==> src/design/utf16le_to_utf8_transcoder_defines.svh <==
// Assertion macros shared by the transcoder RTL.
`ifndef UTF16LE_TO_UTF8_TRANSCODER_DEFINES_SVH
`define UTF16LE_TO_UTF8_TRANSCODER_DEFINES_SVH

// same-cycle implication, disabled during reset
`define U16U8_ASSERT_NOW(label, clk, rst_n, ante, cons) \
  label: assert property (@(posedge clk) disable iff (!rst_n) (ante) |-> (cons)) \
    else $error("u16u8 check failed");

// next-cycle implication, disabled during reset
`define U16U8_ASSERT_NEXT(label, clk, rst_n, ante, cons) \
  label: assert property (@(posedge clk) disable iff (!rst_n) (ante) |=> (cons)) \
    else $error("u16u8 check failed");

`endif

==> src/design/u16u8_pkg.sv <==
// Types, constants and encoding helpers for the UTF-16LE to UTF-8 transcoder.
`default_nettype none

package u16u8_pkg;

  localparam logic [15:0] HiSurrLo  = 16'hD800;
  localparam logic [15:0] LoSurrLo  = 16'hDC00;
  localparam logic [15:0] LoSurrEnd = 16'hE000;
  localparam logic [15:0] BomUnit   = 16'hFEFF;
  localparam logic [20:0] SuppBase  = 21'h10000;

  localparam logic [20:0] Lim1Byte = 21'h80;
  localparam logic [20:0] Lim2Byte = 21'h800;
  localparam logic [20:0] Lim3Byte = 21'h10000;

  localparam logic [1:0] LenM1One   = 2'd0;
  localparam logic [1:0] LenM1Two   = 2'd1;
  localparam logic [1:0] LenM1Three = 2'd2;
  localparam logic [1:0] LenM1Four  = 2'd3;

  localparam logic [2:0] LeadTwo   = 3'b110;
  localparam logic [3:0] LeadThree = 4'b1110;
  localparam logic [4:0] LeadFour  = 5'b11110;
  localparam logic [1:0] ContMark  = 2'b10;

  // job queue between front and back
  localparam int QDepth = 2;
  localparam int PtrW   = (QDepth > 1) ? $clog2(QDepth) : 1;
  localparam int CntW   = $clog2(QDepth + 1);

  // one or two code points to encode for one accepted word
  typedef struct packed {
    logic        two;   // cp_a is a flushed surrogate, cp_b follows
    logic [20:0] cp_a;
    logic [15:0] cp_b;
  } job_t;

  typedef struct packed {
    logic full;
    logic empty;
  } q_status_t;

  typedef struct packed {
    logic held;
  } front_status_t;

  function automatic logic [1:0] utf8_len_m1(logic [20:0] cp);
    logic [1:0] r;
    if (cp < Lim1Byte) begin
      r = LenM1One;
    end else if (cp < Lim2Byte) begin
      r = LenM1Two;
    end else if (cp < Lim3Byte) begin
      r = LenM1Three;
    end else begin
      r = LenM1Four;
    end
    return r;
  endfunction

  // byte idx (0 = lead) of a sequence of lenm1+1 bytes
  function automatic logic [7:0] utf8_byte_at(logic [20:0] cp, logic [1:0] lenm1,
                                              logic [1:0] idx);
    logic [1:0] pos;
    logic [7:0] r;
    pos = lenm1 - idx;
    if (idx == 2'd0) begin
      case (lenm1)
        LenM1One:   r = {1'b0, cp[6:0]};
        LenM1Two:   r = {LeadTwo, cp[10:6]};
        LenM1Three: r = {LeadThree, cp[15:12]};
        default:    r = {LeadFour, cp[20:18]};
      endcase
    end else begin
      case (pos)
        2'd0:    r = {ContMark, cp[5:0]};
        2'd1:    r = {ContMark, cp[11:6]};
        default: r = {ContMark, cp[17:12]};
      endcase
    end
    return r;
  endfunction

endpackage

`default_nettype wire

==> src/design/u16u8_front.sv <==
// Front end: accepts code units, pairs surrogates, drops BOMs, queues jobs.
`default_nettype none

module u16u8_front
  import u16u8_pkg::*;
(
  input  wire logic          clk_i,
  input  wire logic          rst_ni,
  input  wire logic          in_valid_i,
  output logic               in_ready_o,
  input  wire logic [15:0]   code_unit_i,
  input  wire logic          starts_text_i,
  input  wire logic          ends_text_i,
  input  wire q_status_t     q_status_i,
  output logic               push_o,
  output job_t               job_o,
  output front_status_t      status_o
);

  logic       held_q, held_d;
  logic [9:0] bits_q, bits_d;
  logic       accept;
  logic       is_high, is_low;
  logic [20:0] flush_cp;

  assign in_ready_o = !q_status_i.full;
  assign accept     = in_valid_i && in_ready_o;
  assign is_high    = (code_unit_i >= HiSurrLo) && (code_unit_i < LoSurrLo);
  assign is_low     = (code_unit_i >= LoSurrLo) && (code_unit_i < LoSurrEnd);
  assign flush_cp   = {5'b0, HiSurrLo | {6'b0, bits_q}};

  always_comb begin
    push_o = 1'b0;
    job_o  = '0;
    held_d = held_q;
    bits_d = bits_q;
    if (accept) begin
      held_d = 1'b0;
      bits_d = '0;
      if (held_q && !starts_text_i && is_low) begin
        push_o     = 1'b1;
        job_o.cp_a = SuppBase + {1'b0, bits_q, code_unit_i[9:0]};
      end else if (starts_text_i && (code_unit_i == BomUnit)) begin
        push_o     = held_q;
        job_o.cp_a = flush_cp;
      end else if (is_high && !ends_text_i) begin
        held_d     = 1'b1;
        bits_d     = code_unit_i[9:0];
        push_o     = held_q;
        job_o.cp_a = flush_cp;
      end else begin
        push_o = 1'b1;
        if (held_q) begin
          job_o.two  = 1'b1;
          job_o.cp_a = flush_cp;
          job_o.cp_b = code_unit_i;
        end else begin
          job_o.cp_a = {5'b0, code_unit_i};
        end
      end
    end
  end

  always_ff @(posedge clk_i or negedge rst_ni) begin
    if (!rst_ni) begin
      held_q <= 1'b0;
      bits_q <= '0;
    end else begin
      held_q <= held_d;
      bits_q <= bits_d;
    end
  end

  assign status_o.held = held_q;

endmodule

`default_nettype wire

==> src/design/u16u8_fifo.sv <==
// Short register queue of encode jobs between front and back.
`default_nettype none

module u16u8_fifo
  import u16u8_pkg::*;
(
  input  wire logic      clk_i,
  input  wire logic      rst_ni,
  input  wire logic      push_i,
  input  wire job_t      push_data_i,
  input  wire logic      pop_i,
  output job_t           head_o,
  output q_status_t      status_o
);

  job_t            entries_q [QDepth];
  logic [PtrW-1:0] wr_ptr_q, rd_ptr_q;
  logic [CntW-1:0] count_q;
  logic            do_push, do_pop;

  assign status_o.full  = (count_q == CntW'(QDepth));
  assign status_o.empty = (count_q == '0);
  assign do_push        = push_i && !status_o.full;
  assign do_pop         = pop_i && !status_o.empty;
  assign head_o         = entries_q[rd_ptr_q];

  function automatic logic [PtrW-1:0] ptr_inc(logic [PtrW-1:0] p);
    logic [PtrW-1:0] r;
    if (p == PtrW'(QDepth - 1)) begin
      r = '0;
    end else begin
      r = p + PtrW'(1);
    end
    return r;
  endfunction

  always_ff @(posedge clk_i) begin
    if (do_push) begin
      entries_q[wr_ptr_q] <= push_data_i;
    end
  end

  always_ff @(posedge clk_i or negedge rst_ni) begin
    if (!rst_ni) begin
      wr_ptr_q <= '0;
      rd_ptr_q <= '0;
      count_q  <= '0;
    end else begin
      if (do_push) begin
        wr_ptr_q <= ptr_inc(wr_ptr_q);
      end
      if (do_pop) begin
        rd_ptr_q <= ptr_inc(rd_ptr_q);
      end
      case ({do_push, do_pop})
        2'b10:   count_q <= count_q + CntW'(1);
        2'b01:   count_q <= count_q - CntW'(1);
        default: count_q <= count_q;
      endcase
    end
  end

endmodule

`default_nettype wire

==> src/design/u16u8_back.sv <==
// Back end: head job to output register, one UTF-8 byte per cycle unless stalled.
`default_nettype none

module u16u8_back
  import u16u8_pkg::*;
(
  input  wire logic       clk_i,
  input  wire logic       rst_ni,
  input  wire job_t       head_i,
  input  wire q_status_t  q_status_i,
  output logic            pop_o,
  output logic            out_valid_o,
  input  wire logic       out_ready_i,
  output logic [7:0]      utf8_byte_o,
  output logic            run_last_o
);

  logic        seg_q, seg_d;
  logic [1:0]  idx_q, idx_d;
  logic        valid_q, valid_d;
  logic [7:0]  byte_q, byte_d;
  logic        last_q, last_d;
  logic [20:0] cur_cp;
  logic [1:0]  len_m1;
  logic        seg_end, job_end, advance;

  assign cur_cp  = seg_q ? {5'b0, head_i.cp_b} : head_i.cp_a;
  assign len_m1  = utf8_len_m1(cur_cp);
  assign seg_end = (idx_q == len_m1);
  assign job_end = seg_end && (seg_q || !head_i.two);
  // output register frees up or is being taken this cycle
  assign advance = !q_status_i.empty && (!valid_q || out_ready_i);
  assign pop_o   = advance && job_end;

  always_comb begin
    seg_d   = seg_q;
    idx_d   = idx_q;
    byte_d  = byte_q;
    last_d  = last_q;
    valid_d = valid_q && !out_ready_i;
    if (advance) begin
      valid_d = 1'b1;
      byte_d  = utf8_byte_at(cur_cp, len_m1, idx_q);
      last_d  = job_end;
      if (seg_end) begin
        idx_d = '0;
        seg_d = !job_end;
      end else begin
        idx_d = idx_q + 2'd1;
      end
    end
  end

  always_ff @(posedge clk_i or negedge rst_ni) begin
    if (!rst_ni) begin
      seg_q   <= 1'b0;
      idx_q   <= '0;
      valid_q <= 1'b0;
    end else begin
      seg_q   <= seg_d;
      idx_q   <= idx_d;
      valid_q <= valid_d;
    end
  end

  always_ff @(posedge clk_i) begin
    byte_q <= byte_d;
    last_q <= last_d;
  end

  assign out_valid_o = valid_q;
  assign utf8_byte_o = byte_q;
  assign run_last_o  = last_q;

endmodule

`default_nettype wire

==> src/design/utf16le_to_utf8_transcoder.sv <==
// UTF-16LE code unit to UTF-8 byte transcoder, top level.
//
// Input channel (in_valid_i / in_ready_o): one UTF-16 word per handshake with
// starts_text_i / ends_text_i flags. Output channel (out_valid_o /
// out_ready_i): one UTF-8 byte per handshake; run_last_o marks the final byte
// caused by an input word.
// The front end pairs surrogates, drops a leading BOM and pushes an encode job
// into a two-entry queue; the back end emits one byte per cycle, while the
// receiver is ready, from the job at the queue head into an output register.
// A word's job is written into the queue, and its first byte is then built
// from the queue head into the output register. A word yields 1 to 6 bytes
// (1 for ASCII, 3 for a typical BMP character, up to 6 when a held surrogate
// is flushed ahead of a three-byte character).
// Words that only hold a surrogate or drop a BOM produce no bytes.
// When the receiver stalls, the output byte holds, the back end stops, and
// in_ready_o drops once the queue fills. Reset empties the queue and output
// register and clears the held surrogate.
`default_nettype none
`include "utf16le_to_utf8_transcoder_defines.svh"

module utf16le_to_utf8_transcoder
  import u16u8_pkg::*;
(
  input  wire logic        clk_i,
  input  wire logic        rst_ni,
  input  wire logic        in_valid_i,
  output logic             in_ready_o,
  input  wire logic [15:0] code_unit_i,
  input  wire logic        starts_text_i,
  input  wire logic        ends_text_i,
  output logic             out_valid_o,
  input  wire logic        out_ready_i,
  output logic [7:0]       utf8_byte_o,
  output logic             run_last_o
);

  logic          push;
  job_t          push_job;
  job_t          head_job;
  logic          pop;
  q_status_t     q_status;
  front_status_t front_status;

  u16u8_front u_front (
    .clk_i         (clk_i),
    .rst_ni        (rst_ni),
    .in_valid_i    (in_valid_i),
    .in_ready_o    (in_ready_o),
    .code_unit_i   (code_unit_i),
    .starts_text_i (starts_text_i),
    .ends_text_i   (ends_text_i),
    .q_status_i    (q_status),
    .push_o        (push),
    .job_o         (push_job),
    .status_o      (front_status)
  );

  u16u8_fifo u_fifo (
    .clk_i       (clk_i),
    .rst_ni      (rst_ni),
    .push_i      (push),
    .push_data_i (push_job),
    .pop_i       (pop),
    .head_o      (head_job),
    .status_o    (q_status)
  );

  u16u8_back u_back (
    .clk_i       (clk_i),
    .rst_ni      (rst_ni),
    .head_i      (head_job),
    .q_status_i  (q_status),
    .pop_o       (pop),
    .out_valid_o (out_valid_o),
    .out_ready_i (out_ready_i),
    .utf8_byte_o (utf8_byte_o),
    .run_last_o  (run_last_o)
  );

  logic in_is_high;
  logic last_high_in;
  logic out_mid;
  assign in_is_high   = (code_unit_i >= HiSurrLo) && (code_unit_i < LoSurrLo);
  assign last_high_in = in_valid_i && in_ready_o && in_is_high && ends_text_i;
  assign out_mid      = out_valid_o && !run_last_o;

  `U16U8_ASSERT_NOW(a_no_push_when_full, clk_i, rst_ni, push, !q_status.full)
  // a byte that is not the last of its word means the job is still queued
  `U16U8_ASSERT_NOW(a_partial_job_queued, clk_i, rst_ni, out_mid, !q_status.empty)
  `U16U8_ASSERT_NEXT(a_last_word_not_held, clk_i, rst_ni, last_high_in, !front_status.held)

endmodule

`default_nettype wire
==> config.mk <==
export PLATFORM = sky130hd
export DESIGN_NAME = utf16le_to_utf8_transcoder
export DESIGN_NICKNAME = d
export VERILOG_FILES = /design/src/design/u16u8_pkg.sv /design/src/design/u16u8_front.sv /design/src/design/u16u8_fifo.sv /design/src/design/u16u8_back.sv /design/src/design/utf16le_to_utf8_transcoder.sv
export VERILOG_INCLUDE_DIRS = /design/src /design/src/design
export SDC_FILE = /design/constraint.sdc
export NUM_CORES = 1
export LEC_CHECK = 0
export BUFFER_PORTS_ARGS = -buffer_cell sky130_fd_sc_hd__buf_2
export CAP_MARGIN = 30
export CORE_ASPECT_RATIO = 1.75
export CORE_MARGIN = 10
export CORE_UTILIZATION = 65
export CTS_CLUSTER_DIAMETER = 80
export DETAILED_ROUTE_END_ITERATION = 16
export GPL_TIMING_DRIVEN = 0
export PLACE_DENSITY = 0.85
export SYNTH_ARGS = -nofsm -noshare
export SYNTH_HDL_FRONTEND = slang
export SYNTH_SLANG_ARGS = --single-unit
==> constraint.sdc <==
create_clock -name clk_i -period 5.51 [get_ports clk_i]
set_clock_uncertainty 0.15 [all_clocks]
set_input_delay 0.2755 -clock clk_i [delete_from_list [all_inputs] [get_ports clk_i]]
set_output_delay 0.2755 -clock clk_i [all_outputs]
set_load 0.02 [all_outputs]
After elaboration in Yosys (flattened, before gate mapping)

Memory sizes are Yosys's and may differ from the RTL's.
Cells that the tools add are included.

Memories: 1
Register bits after elaboration: 28
RAM bits: 76
Input port bits: 22
Logic and storage cells: 99
Output and inout bits: 11

Reduce and logical (&&, ||, !) cells: 29
Magnitude comparators: 7
Equal/unequal tests: 8
Multiplexer cells: 37
Add/sub/neg operators: 7

Memories:

| name             | depth | bits a word | rd ports | clocked after memory_dff | wr ports | line             | text |
|---|---|---|---|---|---|---|---|
| u_fifo.entries_q | 2     | 38          | 1        | 0                        | 1        | u16u8_fifo.sv:16 | `job_t entries_q [QDepth];` |

Operators with widths:

| operator                 | number |
|---|---|
| $mux W21                 | 4 |
| $mux W16                 | 5 |
| $mux W38                 | 1 |
| $ge A16 B16 Y1 const B   | 2 |
| $lt A16 B16 Y1 const B   | 2 |
| $mux W10                 | 3 |
| $pmux W8 S3              | 1 |
| $add A17 B20 Y21 const A | 1 |
| $lt A21 B12 Y1 const B   | 1 |
| $lt A21 B17 Y1 const B   | 1 |
| $lt A21 B8 Y1 const B    | 1 |
| $mux W1                  | 17 |
| $eq A16 B16 Y1 const B   | 1 |
| $logic_and A1 B1 Y1      | 13 |
| $pmux W6 S2              | 1 |
| $logic_not A1 Y1         | 8 |
| $logic_not A2 Y1         | 4 |
| $mux W8                  | 1 |
| $eq A2 B1 Y1 const B     | 3 |
| $eq A2 B2 Y1 const B     | 3 |
| $mux W2                  | 3 |
| $add A2 B1 Y2 const B    | 2 |
| $pmux W2 S2              | 1 |
| $add A1 B1 Y1 const B    | 2 |
| 6 further kinds          | 7 |

Depth between registers and ports, before layout

Gate-level depths: netlist (run 1).
An unclocked memory read counts as a cell.

Word-level depth: 12
Gate-level depth with buffers: 14

Hierarchy

A second synthesis (run 1) with hierarchy kept.

Cells, all modules: 419
Area total of the unflattened synthesis: 5471.5 µm²

By module, submodules not included:

| module      | times used | cells an instance | area an instance (µm²) | seq. area each (µm²) |
|---|---|---|---|---|
| u16u8_fifo  | 1          | 136               | 2982.9                 | 2382.3 |
| u16u8_back  | 1          | 159               | 1476.4                 | 370.4 |
| u16u8_front | 1          | 124               | 1012.2                 | 275.3 |

Worst setup path before layout (run 1)

No wires, ideal clock.

Path type: register to register
Start: register u_fifo.rd_ptr_q
End: register u_fifo.count_q[1]
Slack: 2.027 ns
Buffers on the path: 2
Stages on the path, launching flop included: 14
Arrival time: 3.254 ns
Setup time: 0.079 ns
Clock period less this slack: 3.483 ns
Cell sequence: dfrtp_1 -> buf_6 -> mux4_2 -> or4_1 -> nor2_1 -> o41ai_1 -> and2_1 -> ha_1 -> buf_1 -> nand2_1 -> nor3_1 -> ha_1 -> nor2_1 -> xor2_1

Longest elaborated chain between the ends: 12
Elaborated cells between the ends (all ways): 18
Classes of those cells: order compare (3); eq/ne (3); mux (5); reduce/logical (6); memory (1)

RTL lines:

| item                                                     | line             | text |
|---|---|---|
| from (decl)                                              | u16u8_fifo.sv:17 | `logic [PtrW-1:0] wr_ptr_q, rd_ptr_q;` |
| from (signal assigned)                                   | u16u8_fifo.sv:53 | `rd_ptr_q <= ptr_inc(rd_ptr_q);` |
| $mem_v2 Z2 W38 *                                         | -                |  |
| $mux W21                                                 | u16u8_back.sv:27 | `assign cur_cp = seg_q ? {5'b0, head_i.cp_b} : head_i.cp_a;` |
| $lt A21 B17 Y1                                           | u16u8_pkg.sv:53  | `end else if (cp < Lim3Byte) begin` |
| $mux W1                                                  | u16u8_pkg.sv:53  |  |
| $mux W2                                                  | u16u8_pkg.sv:51  | `end else if (cp < Lim2Byte) begin` |
| $mux W2                                                  | u16u8_pkg.sv:49  | `if (cp < Lim1Byte) begin` |
| $eq A2 B2 Y1                                             | u16u8_back.sv:29 | `assign seg_end = (idx_q == len_m1);` |
| $logic_and A1 B1 Y1 *                                    | u16u8_back.sv:30 | `assign job_end = seg_end && (seg_q \|\| !head_i.two);` |
| $logic_and A1 B1 Y1 *                                    | u16u8_back.sv:33 | `assign pop_o = advance && job_end;` |
| $logic_and A1 B1 Y1 *                                    | u16u8_fifo.sv:24 | `assign do_pop = pop_i && !status_o.empty;` |
| net u_fifo.do_pop                                        | u16u8_fifo.sv:19 | `logic do_push, do_pop;` |
| $eq A2 B1 Y1 / $eq A2 B2 Y1 (equally long branches)      | u16u8_fifo.sv:55 | `case ({do_push, do_pop})` |
| $pmux W2 S2 / $reduce_bool A2 Y1 (equally long branches) | -                |  |
| to (signal assigned)                                     | u16u8_fifo.sv:56 | `2'b10: count_q <= count_q + CntW'(1);` |
| to (signal assigned)                                     | u16u8_fifo.sv:57 | `2'b01: count_q <= count_q - CntW'(1);` |
| to (signal assigned)                                     | u16u8_fifo.sv:58 | `default: count_q <= count_q;` |
| to (decl)                                                | u16u8_fifo.sv:18 | `logic [CntW-1:0] count_q;` |

The timed path passes the listed nets; every way through them passes the cells marked *.
A chain may end at the register's enable or synchronous reset.

Worst setup path after layout (run 1)

Start: register u_back.seg_q
End: register u_back.byte_q[0], in the netlist u_back.utf8_byte_o[0], data pin

Longest elaborated chain between the ends: 9
Elaborated cells between the ends (all ways): 16
Classes of those cells: add/sub (1); order compare (3); eq/ne (3); mux (7); reduce/logical (2)

RTL lines:

| item                                                    | line             | text |
|---|---|---|
| from (decl)                                             | u16u8_back.sv:18 | `logic seg_q, seg_d;` |
| from (signal assigned)                                  | u16u8_back.sv:60 | `seg_q <= seg_d;` |
| $mux W21 *                                              | u16u8_back.sv:27 |  |
| $lt A21 B17 Y1                                          | u16u8_pkg.sv:53  |  |
| $mux W1                                                 | u16u8_pkg.sv:53  |  |
| $mux W2                                                 | u16u8_pkg.sv:51  |  |
| $mux W2                                                 | u16u8_pkg.sv:49  |  |
| $sub A2 B2 Y2                                           | u16u8_pkg.sv:66  | `pos = lenm1 - idx;` |
| $eq A2 B1 Y1 / $logic_not A2 Y1 (equally long branches) | u16u8_pkg.sv:75  | `case (pos)` |
| $pmux W6 S2                                             | u16u8_pkg.sv:75  |  |
| $mux W8 *                                               | u16u8_pkg.sv:67  | `if (idx == 2'd0) begin` |
| to (signal assigned)                                    | u16u8_back.sv:67 | `byte_q <= byte_d;` |
| to (decl)                                               | u16u8_back.sv:21 | `logic [7:0] byte_q, byte_d;` |

Every way passes the cells marked *; elsewhere a longest branch is shown, timed or not.

==> run metrics, run 1 <==
First DRT Iteration DRCs 212; postcts setup bufs 0; TritonCTS Sinks 104; post-synth top area share 52.4%; Critical Path Source Type register; FMAX 234 MHz; Worst-Skew Late Latency 0.35 ns; clk slew on worst S/H paths 0.07 ns; RSZ-0062 raised after global routing false; core area 7280 sq um; post-CTS resize count 0; mapped cell area 4870 sq um; Async S/R FF share, synth 18.3%; Post-synth EDFFs 85; Worst Path Required 5.54 ns; Slew Viols, Final 0; Vias/cell 6.66; Starting Density 66.9%; R2R cell count 11; ranking of synthesized cells by area edfxtp_1 (52%), dfrtp_1 (9.8%), mux4_2 (6.9%); Crit. End Element register; commonest cells in the netlist edfxtp_1 (85), nor2_1 (30), mux2i_1 (23); Syn-to-layout area delta 13.1%; share of cells above drive strength 1 20.6%; max cap viols 0; Worst slew margin 49.8%; period utilisation layout 77.6%; Placer Congestion 0.919; Final HPWL DP 7.85 mm; Crit Path Max Fanout 10; pwr/cell area 539 nW/um^2; CP endpoint u_back.utf8_byte_o[0]$_DFFE_PP_; cts bufs inserted 9; Die H 135 microns; worst-margin pin slew 0.752 ns; dominant cell by count in the synthesized netlist edfxtp_1; syn_nets 373; Synth Flop Type edfxtp_1; first-pass GRT wire length 17.8 mm; Reg-to-Reg End u_back.utf8_byte_o[0]$_DFFE_PP_; WL per Instance 23.0 microns; FP Rows 41; gr usage total 20.2%; CTS H-tree depth 3; Pleak 2.13 nW; Layout Cells excl Fill 479; crit path kind reg2reg; slack of the worst reg-to-reg path 1.23 ns; final-stage net count 419; synth warn 0; Final setup viols 0; R2R Path Start u_back.seg_q$_DFFE_PN0P_; clk buf depth 2; via count 3189; Remaining Overflow, GRT 0; ANT nets after route 0; Cell variety after synth 52; initial antenna violation count 0; ANT cells 0; CTS root buf clkbuf_16; Fin. Hold Viols 0; Tmin final 4.28 ns; number of port buffers 32; Max VDD drop 0.388 mV; vias in the first global route 3301; Post-Syn Instances 342; TritonCTS clock tree built; status finished, final reports clean; DRT Pass-1 Iters 5; Crit. Startpoint u_back.seg_q$_DFFE_PN0P_; Placed Cells 462; Post-route DRC 0; full die area 11500 sq um; post-synthesis sequential area ratio 62.1%; largest net degree at the start of global routing 35; setup TNS 0 ns; HP Start out_ready_i; crit path DAT 4.31 ns; #FFs+latches synth 104; I/O pin count 33; syn_area_per_cell 14.2 sq um; Hold WC Path Type in2reg; Total Wirelength 11.0 mm; Die Width 85.5 microns; cell taking the most area after synthesis edfxtp_1
==> placed cells by master, fill, tap and decap left out, drive strengths merged, types with 2 or more instances in the layout <==
cell type  count
edfxtp        85
buf           40
nor2          30
mux2i         23
clkbuf        23
dfrtp         19
and2          19
nand2         17
mux4          16
o21ai         11
inv           10
a22o          10
ha             9
xnor2          7
nor3           6
a21oi          5
nand4          5
nand2b         4
nand3          4
o221a          4
xor2           3
or2            3
a221oi         3
and3           3
o221ai         3
nor4b          2
or4            2
a211oi         2
a22oi          2
a21o           2
clkinvlp       2
o31ai          2
==> worst min-delay path by stage <==
stage / endpoint / slack [ns] / cells past startpoint
detailed placement: u_back.out_valid_o$_DFF_PN0_ / 0.1 / 1
global route: u_back.out_valid_o$_DFF_PN0_ / 0.04 / 3
finish: u_back.out_valid_o$_DFF_PN0_ / 0.04 / 3
CTS: u_back.out_valid_o$_DFF_PN0_ / 0.03 / 3
global placement: u_back.out_valid_o$_DFF_PN0_ / 0.09 / 1
floorplan: u_back.idx_q[0]$_DFFE_PN0P_ / -0.17 / 0
==> layout make-up <==
cell class	instances	area [sq um]
Sequential cell	104	3030
Fill cell	458	1770
Multi-Input combinational cell	211	1730
Clock buffer	12	246
Timing Repair Buffer	35	218
Tap cell	86	108
Buffer	17	91.3
Clock inverter	4	53.8
Inverter	10	37.5
==> what timing repair did <==
| item | in CTS | in global routing |
|---|---|---|
| endpoints found under the hold margin | 19 | 0 |
| hold buffers | 1 | 0 |
| setup endpoints to repair | 0 | 0 |
==> sequential cells by signal (all words and copies together) (netlist names), 2 cells and up <==
signal,count
u_back.idx_q,2
u_fifo.count_q,2
u_front.bits_q,10
u_fifo.entries_q,76
u_back.utf8_byte_o,8
==> stage by stage <==
stage	util, %	setup slack [ns]	hold WS, ns	total power (W)	area [sq um]
after floorplan	-	2.03	-0.170	0.00200	4870
after global placement	70.6	1.43	0.0910	0.00226	5140
after detailed placement	71.4	1.40	0.0995	0.00233	5200
after CTS	75.7	1.21	0.0347	0.00298	5510
after global routing	75.7	0.973	0.0434	0.00313	5510
final	75.7	1.23	0.0383	0.00297	5510
==> per-layer routing <==
metal | global-route usage [%] | vias up | part of all wire, %
met1 | 21.1 | 1557 | 34
li1 | - | 1407 | -
met3 | 5.54 | 37 | 6.5
met2 | 35.2 | 188 | 55
met5 | 0 | - | 0
met4 | 11.6 | 0 | 4.0
==> power breakdown <==
group          internal, W  switching (W)
clock             0.000365       0.000266
combinational     0.000463       0.000687
sequential         0.00111      0.0000813
==> cells by family (layout without fill, tap and decap cells) <==
family / Yosys count / count (layout) / share of synthesized area, %
flip-flops: 104 / 104 / 62.1
adder cells (fa/ha/maj): 9 / 9 / 2.31
AO/OA/AOI/OAI: 52 / 52 / 8.09
XOR/XNOR: 10 / 10 / 1.95
buffers and inverters: 27 / 78 / 2.64
AND/OR/NAND/NOR: 100 / 100 / 10.4
multiplexers: 40 / 40 / 12.4
==> worst max-delay path: stages (launching register included) <==
cell and delay, ns:
dfrtp_1 0.33, clkbuf_1 0.38, clkbuf_1 0.56, mux4_2 0.47, o41ai_1 0.44, and2_1 0.32
ha_1 0.16, buf_1 0.41, inv_1 0.26, mux2i_1 0.17, or2_2 0.28, o221ai_1 0.17
No activity file was read; power rests on OpenSTA's default activity.
==> inputs of run 2 (changes only) <==
--- a/config.mk
+++ b/config.mk
@@ -10,11 +10,11 @@
 export CAP_MARGIN = 30
 export CORE_ASPECT_RATIO = 1.75
 export CORE_MARGIN = 10
-export CORE_UTILIZATION = 65
+export CORE_UTILIZATION = 60
 export CTS_CLUSTER_DIAMETER = 80
 export DETAILED_ROUTE_END_ITERATION = 16
 export GPL_TIMING_DRIVEN = 0
-export PLACE_DENSITY = 0.85
+export PLACE_DENSITY = 0.79
 export SYNTH_ARGS = -nofsm -noshare
 export SYNTH_HDL_FRONTEND = slang
 export SYNTH_SLANG_ARGS = --single-unit
==> constraint.sdc (replaced) <==
create_clock -name clk_i -period 4.15 [get_ports clk_i]
set_clock_uncertainty 0.15 [all_clocks]
set_input_delay 0.2075 -clock clk_i [delete_from_list [all_inputs] [get_ports clk_i]]
set_output_delay 0.2075 -clock clk_i [all_outputs]
set_load 0.02 [all_outputs]
==> run 2 against run 1 <==
Net effect: clock-buffer cell count fell by 3; die area rose by 6.7%; final cell count rose by 2.5%; via count fell by 1.8%; sequential power rose by 33%; worst hold slack got worse by 0.022 ns; first-iteration DRC count fell by 11%; global-route usage fell by 1.8 points; combinational power rose by 33%.
==> run metrics, run 2 (same netlist as run 1, synthesis figures left out) <==
Critical Path Max Stage Delay 0.58 ns (+0.02 ns); Sequential Power Share 39.6% (-0.5 points); Die H 139 microns (+3.5%); Placer Congestion 0.901 (-2.0%); cts bufs inserted 9 (unchanged); Worst slew margin 51.8% (+2.0 points); Remaining Overflow, GRT 0 (unchanged); ANT cells 0 (unchanged); period utilisation layout 99.1% (+21 points); Clk network pwr share 22.0% (+0.8 points); worst-margin pin slew 0.723 ns (-0.0294 ns); setup TNS 0 ns (unchanged); final-stage net count 427 (+1.9%); Critical Path Source Type register; WL per Instance 22.2 microns (-3.3%); crit path kind reg2reg; Final HPWL DP 7.81 mm (-0.46%); Total Wirelength 10.9 mm (-0.88%); Crit Path Max Fanout 9 (-1); NetSw 0.00140 W (+36%); Die Width 88.1 microns (+3.1%); crit path DAT 4.03 ns (-0.28 ns); share of cells above drive strength 1 21.2% (+0.59 points); Worst-Skew Late Latency 0.35 ns (about the same); Starting Density 61.6% (-5.3 points); hold slack 0.0167 ns (-0.0215 ns); Max VDD drop 0.470 mV (+21%); max cap viols 0 (unchanged); Crit. End Element register; largest net degree at the start of global routing 25 (-29%); Post-route DRC 0 (unchanged); combinational power share 38.4% (-0.3 points); vias in the first global route 3306 (+0.15%); Tmin final 4.11 ns (-0.164 ns); Slew Viols, Final 0 (unchanged); I/O pin count 33 (unchanged); grt peak-use layer met2; CP max stage cell mux4_2; core area 7910 sq um (+8.6%); CP endpoint u_back.utf8_byte_o[1]$_DFFE_PP_; FP Rows 43 (+4.9%); fin util 71.3% (-4.4 points); M1 GR Usage 19.3% (-1.8 points); gr usage total 18.5% (-1.8 points); number of flip-flops in the largest register 76 (unchanged); R2R Path Start u_fifo.rd_ptr_q$_DFFE_PN0P_; Reg-to-Reg End u_back.utf8_byte_o[1]$_DFFE_PP_; via count 3133 (-1.8%); initial antenna violation count 0 (unchanged); pwr/cell area 708 nW/um^2 (+31%); GR Util met2 31.8% (-3.4 points); Power Total 0.00399 W (+34%); crit path cell chain buf_6 -> mux4_2 -> or4_1 -> nor2_1 -> o41ai_1 -> and2_1 -> inv_1 -> ha_1 -> o21ai_0 -> and3_1 -> o21ai_0 -> o221ai_1; status finished, final reports clean; Final setup viols 0 (unchanged); FMAX 243 MHz (+4.0%); switching power share of the total 35.2% (+0.40 points); R2R cell count 12 (+1); commonest non-fill, non-tap cell in the layout edfxtp_1; CTS root buf clkbuf_16; Worst Path Required 4.07 ns (-1.47 ns); number of port buffers 32 (unchanged); Vias/cell 6.38 (-4.2%); Pleak 2.19 nW (+2.8%); clk buf depth 2 (unchanged); TritonCTS clock tree built; most frequent cells in the layout edfxtp_1 (85), buf_2 (35), nor2_1 (28), mux2i_1 (23), dfrtp_1 (19); full die area 12300 sq um (+6.7%); First DRT Iteration DRCs 188 (-11%); DRT Pass-1 Iters 5 (unchanged); Crit. Startpoint u_fifo.rd_ptr_q$_DFFE_PN0P_; slack of the worst reg-to-reg path 0.04 ns (-1.20 ns); first-pass GRT wire length 17.2 mm (-3.7%); Internal Power 0.00258 W (+33%); ANT nets after route 0 (unchanged); TritonCTS Sinks 104 (unchanged); clk slew on worst S/H paths 0.07 ns (about the same); Biggest register u_fifo.entries_q; Crit path top cell by count o21ai_0; CTS H-tree depth 3 (unchanged); met3 usage 3.97% (-1.6 points); Hold WC Path Type in2reg; RSZ-0062 raised after global routing false; Fin. Hold Viols 0 (unchanged); Syn-to-layout area delta 15.6%
run 2: cell count changes in the layout (fill, tap and decap cells not counted):
cell           delta
inv_6             +2
clkinvlp_4        -2
ha_2              +1
clkbuf_2          +1
dlygate4sd3_1    +10
clkbuf_1          -4
buf_12            -1
clkbuf_8          -1
inv_8             +2
ha_1              -1
buf_16            +1
buf_1             -1
clkinv_4          +1
run 2: timing repair:
action	4_1_cts	5_1_grt
setup buffers	0	0
setup endpoints to repair	5	2
hold buffers	11	0
gates resized for setup	1	1
endpoints found under the hold margin	29	0
run 2: area by class of cell:
cell class	instances	area, sq um
Buffer	15	85.1
Clock buffer	9	225
Clock inverter	7	87.6
Fill cell	524	2270
Inverter	10	37.5
Multi-Input combinational cell	211	1730
Sequential cell	104	3030
Tap cell	90	113
Timing Repair Buffer	45	325
run 2: critical path: cells and delay by family, from the launching register on:
family                   cells  cell delay [ns]
buffers and inverters        2             0.26
multiplexers                 1             0.58
adder cells (fa/ha/maj)      1             0.34
AND/OR/NAND/NOR              4             1.24
AO/OA/AOI/OAI                4             0.91
flip-flops                   1             0.34
run 2: metal layers:
| metal | vias up | part of all wire [%] | wire (microns) |
|---|---|---|---|
| met4 | 0 | 5.6 | 612 |
| met2 | 124 | 54 | 5920 |
| met3 | 43 | 5.0 | 546 |
| met1 | 1542 | 35 | 3830 |
| met5 | - | 0 | 0 |
| li1 | 1424 | - | - |
run 2: worst min path at each step:
stage                              start                            end  slack, ns  depth (start not counted)
after CTS                 code_unit_i[7]  u_front.bits_q[7]$_DFFE_PN0P_      0.004                          2
final                     code_unit_i[7]  u_front.bits_q[7]$_DFFE_PN0P_       0.02                          2
after global routing      code_unit_i[7]  u_front.bits_q[7]$_DFFE_PN0P_       0.01                          2
after detailed placement          rst_ni    u_fifo.rd_ptr_q$_DFFE_PN0P_       0.05                          1
after global placement            rst_ni    u_back.idx_q[0]$_DFFE_PN0P_       0.04                          1
after floorplan                   rst_ni    u_back.idx_q[0]$_DFFE_PN0P_      -0.24                          0
run 2: per-stage QoR:
stage               cells  area, sq um  setup WS, ns
floorplan             342         4870         0.667
detailed placement    466         5220        -0.205
global placement      464         5150        -0.199
finish                491         5640        0.0372
CTS                   492         5640       0.00780
global route          491         5640       0.00573
run 2: power by group through the flow:
stage               Clock, W  Sequential (W)  Combinational [W]
floorplan                  0         0.00163            0.00103
global placement           0         0.00158            0.00144
detailed placement         0         0.00159            0.00153
CTS                 0.000884         0.00157            0.00154
global route        0.000925         0.00161            0.00166
finish              0.000876         0.00158            0.00153
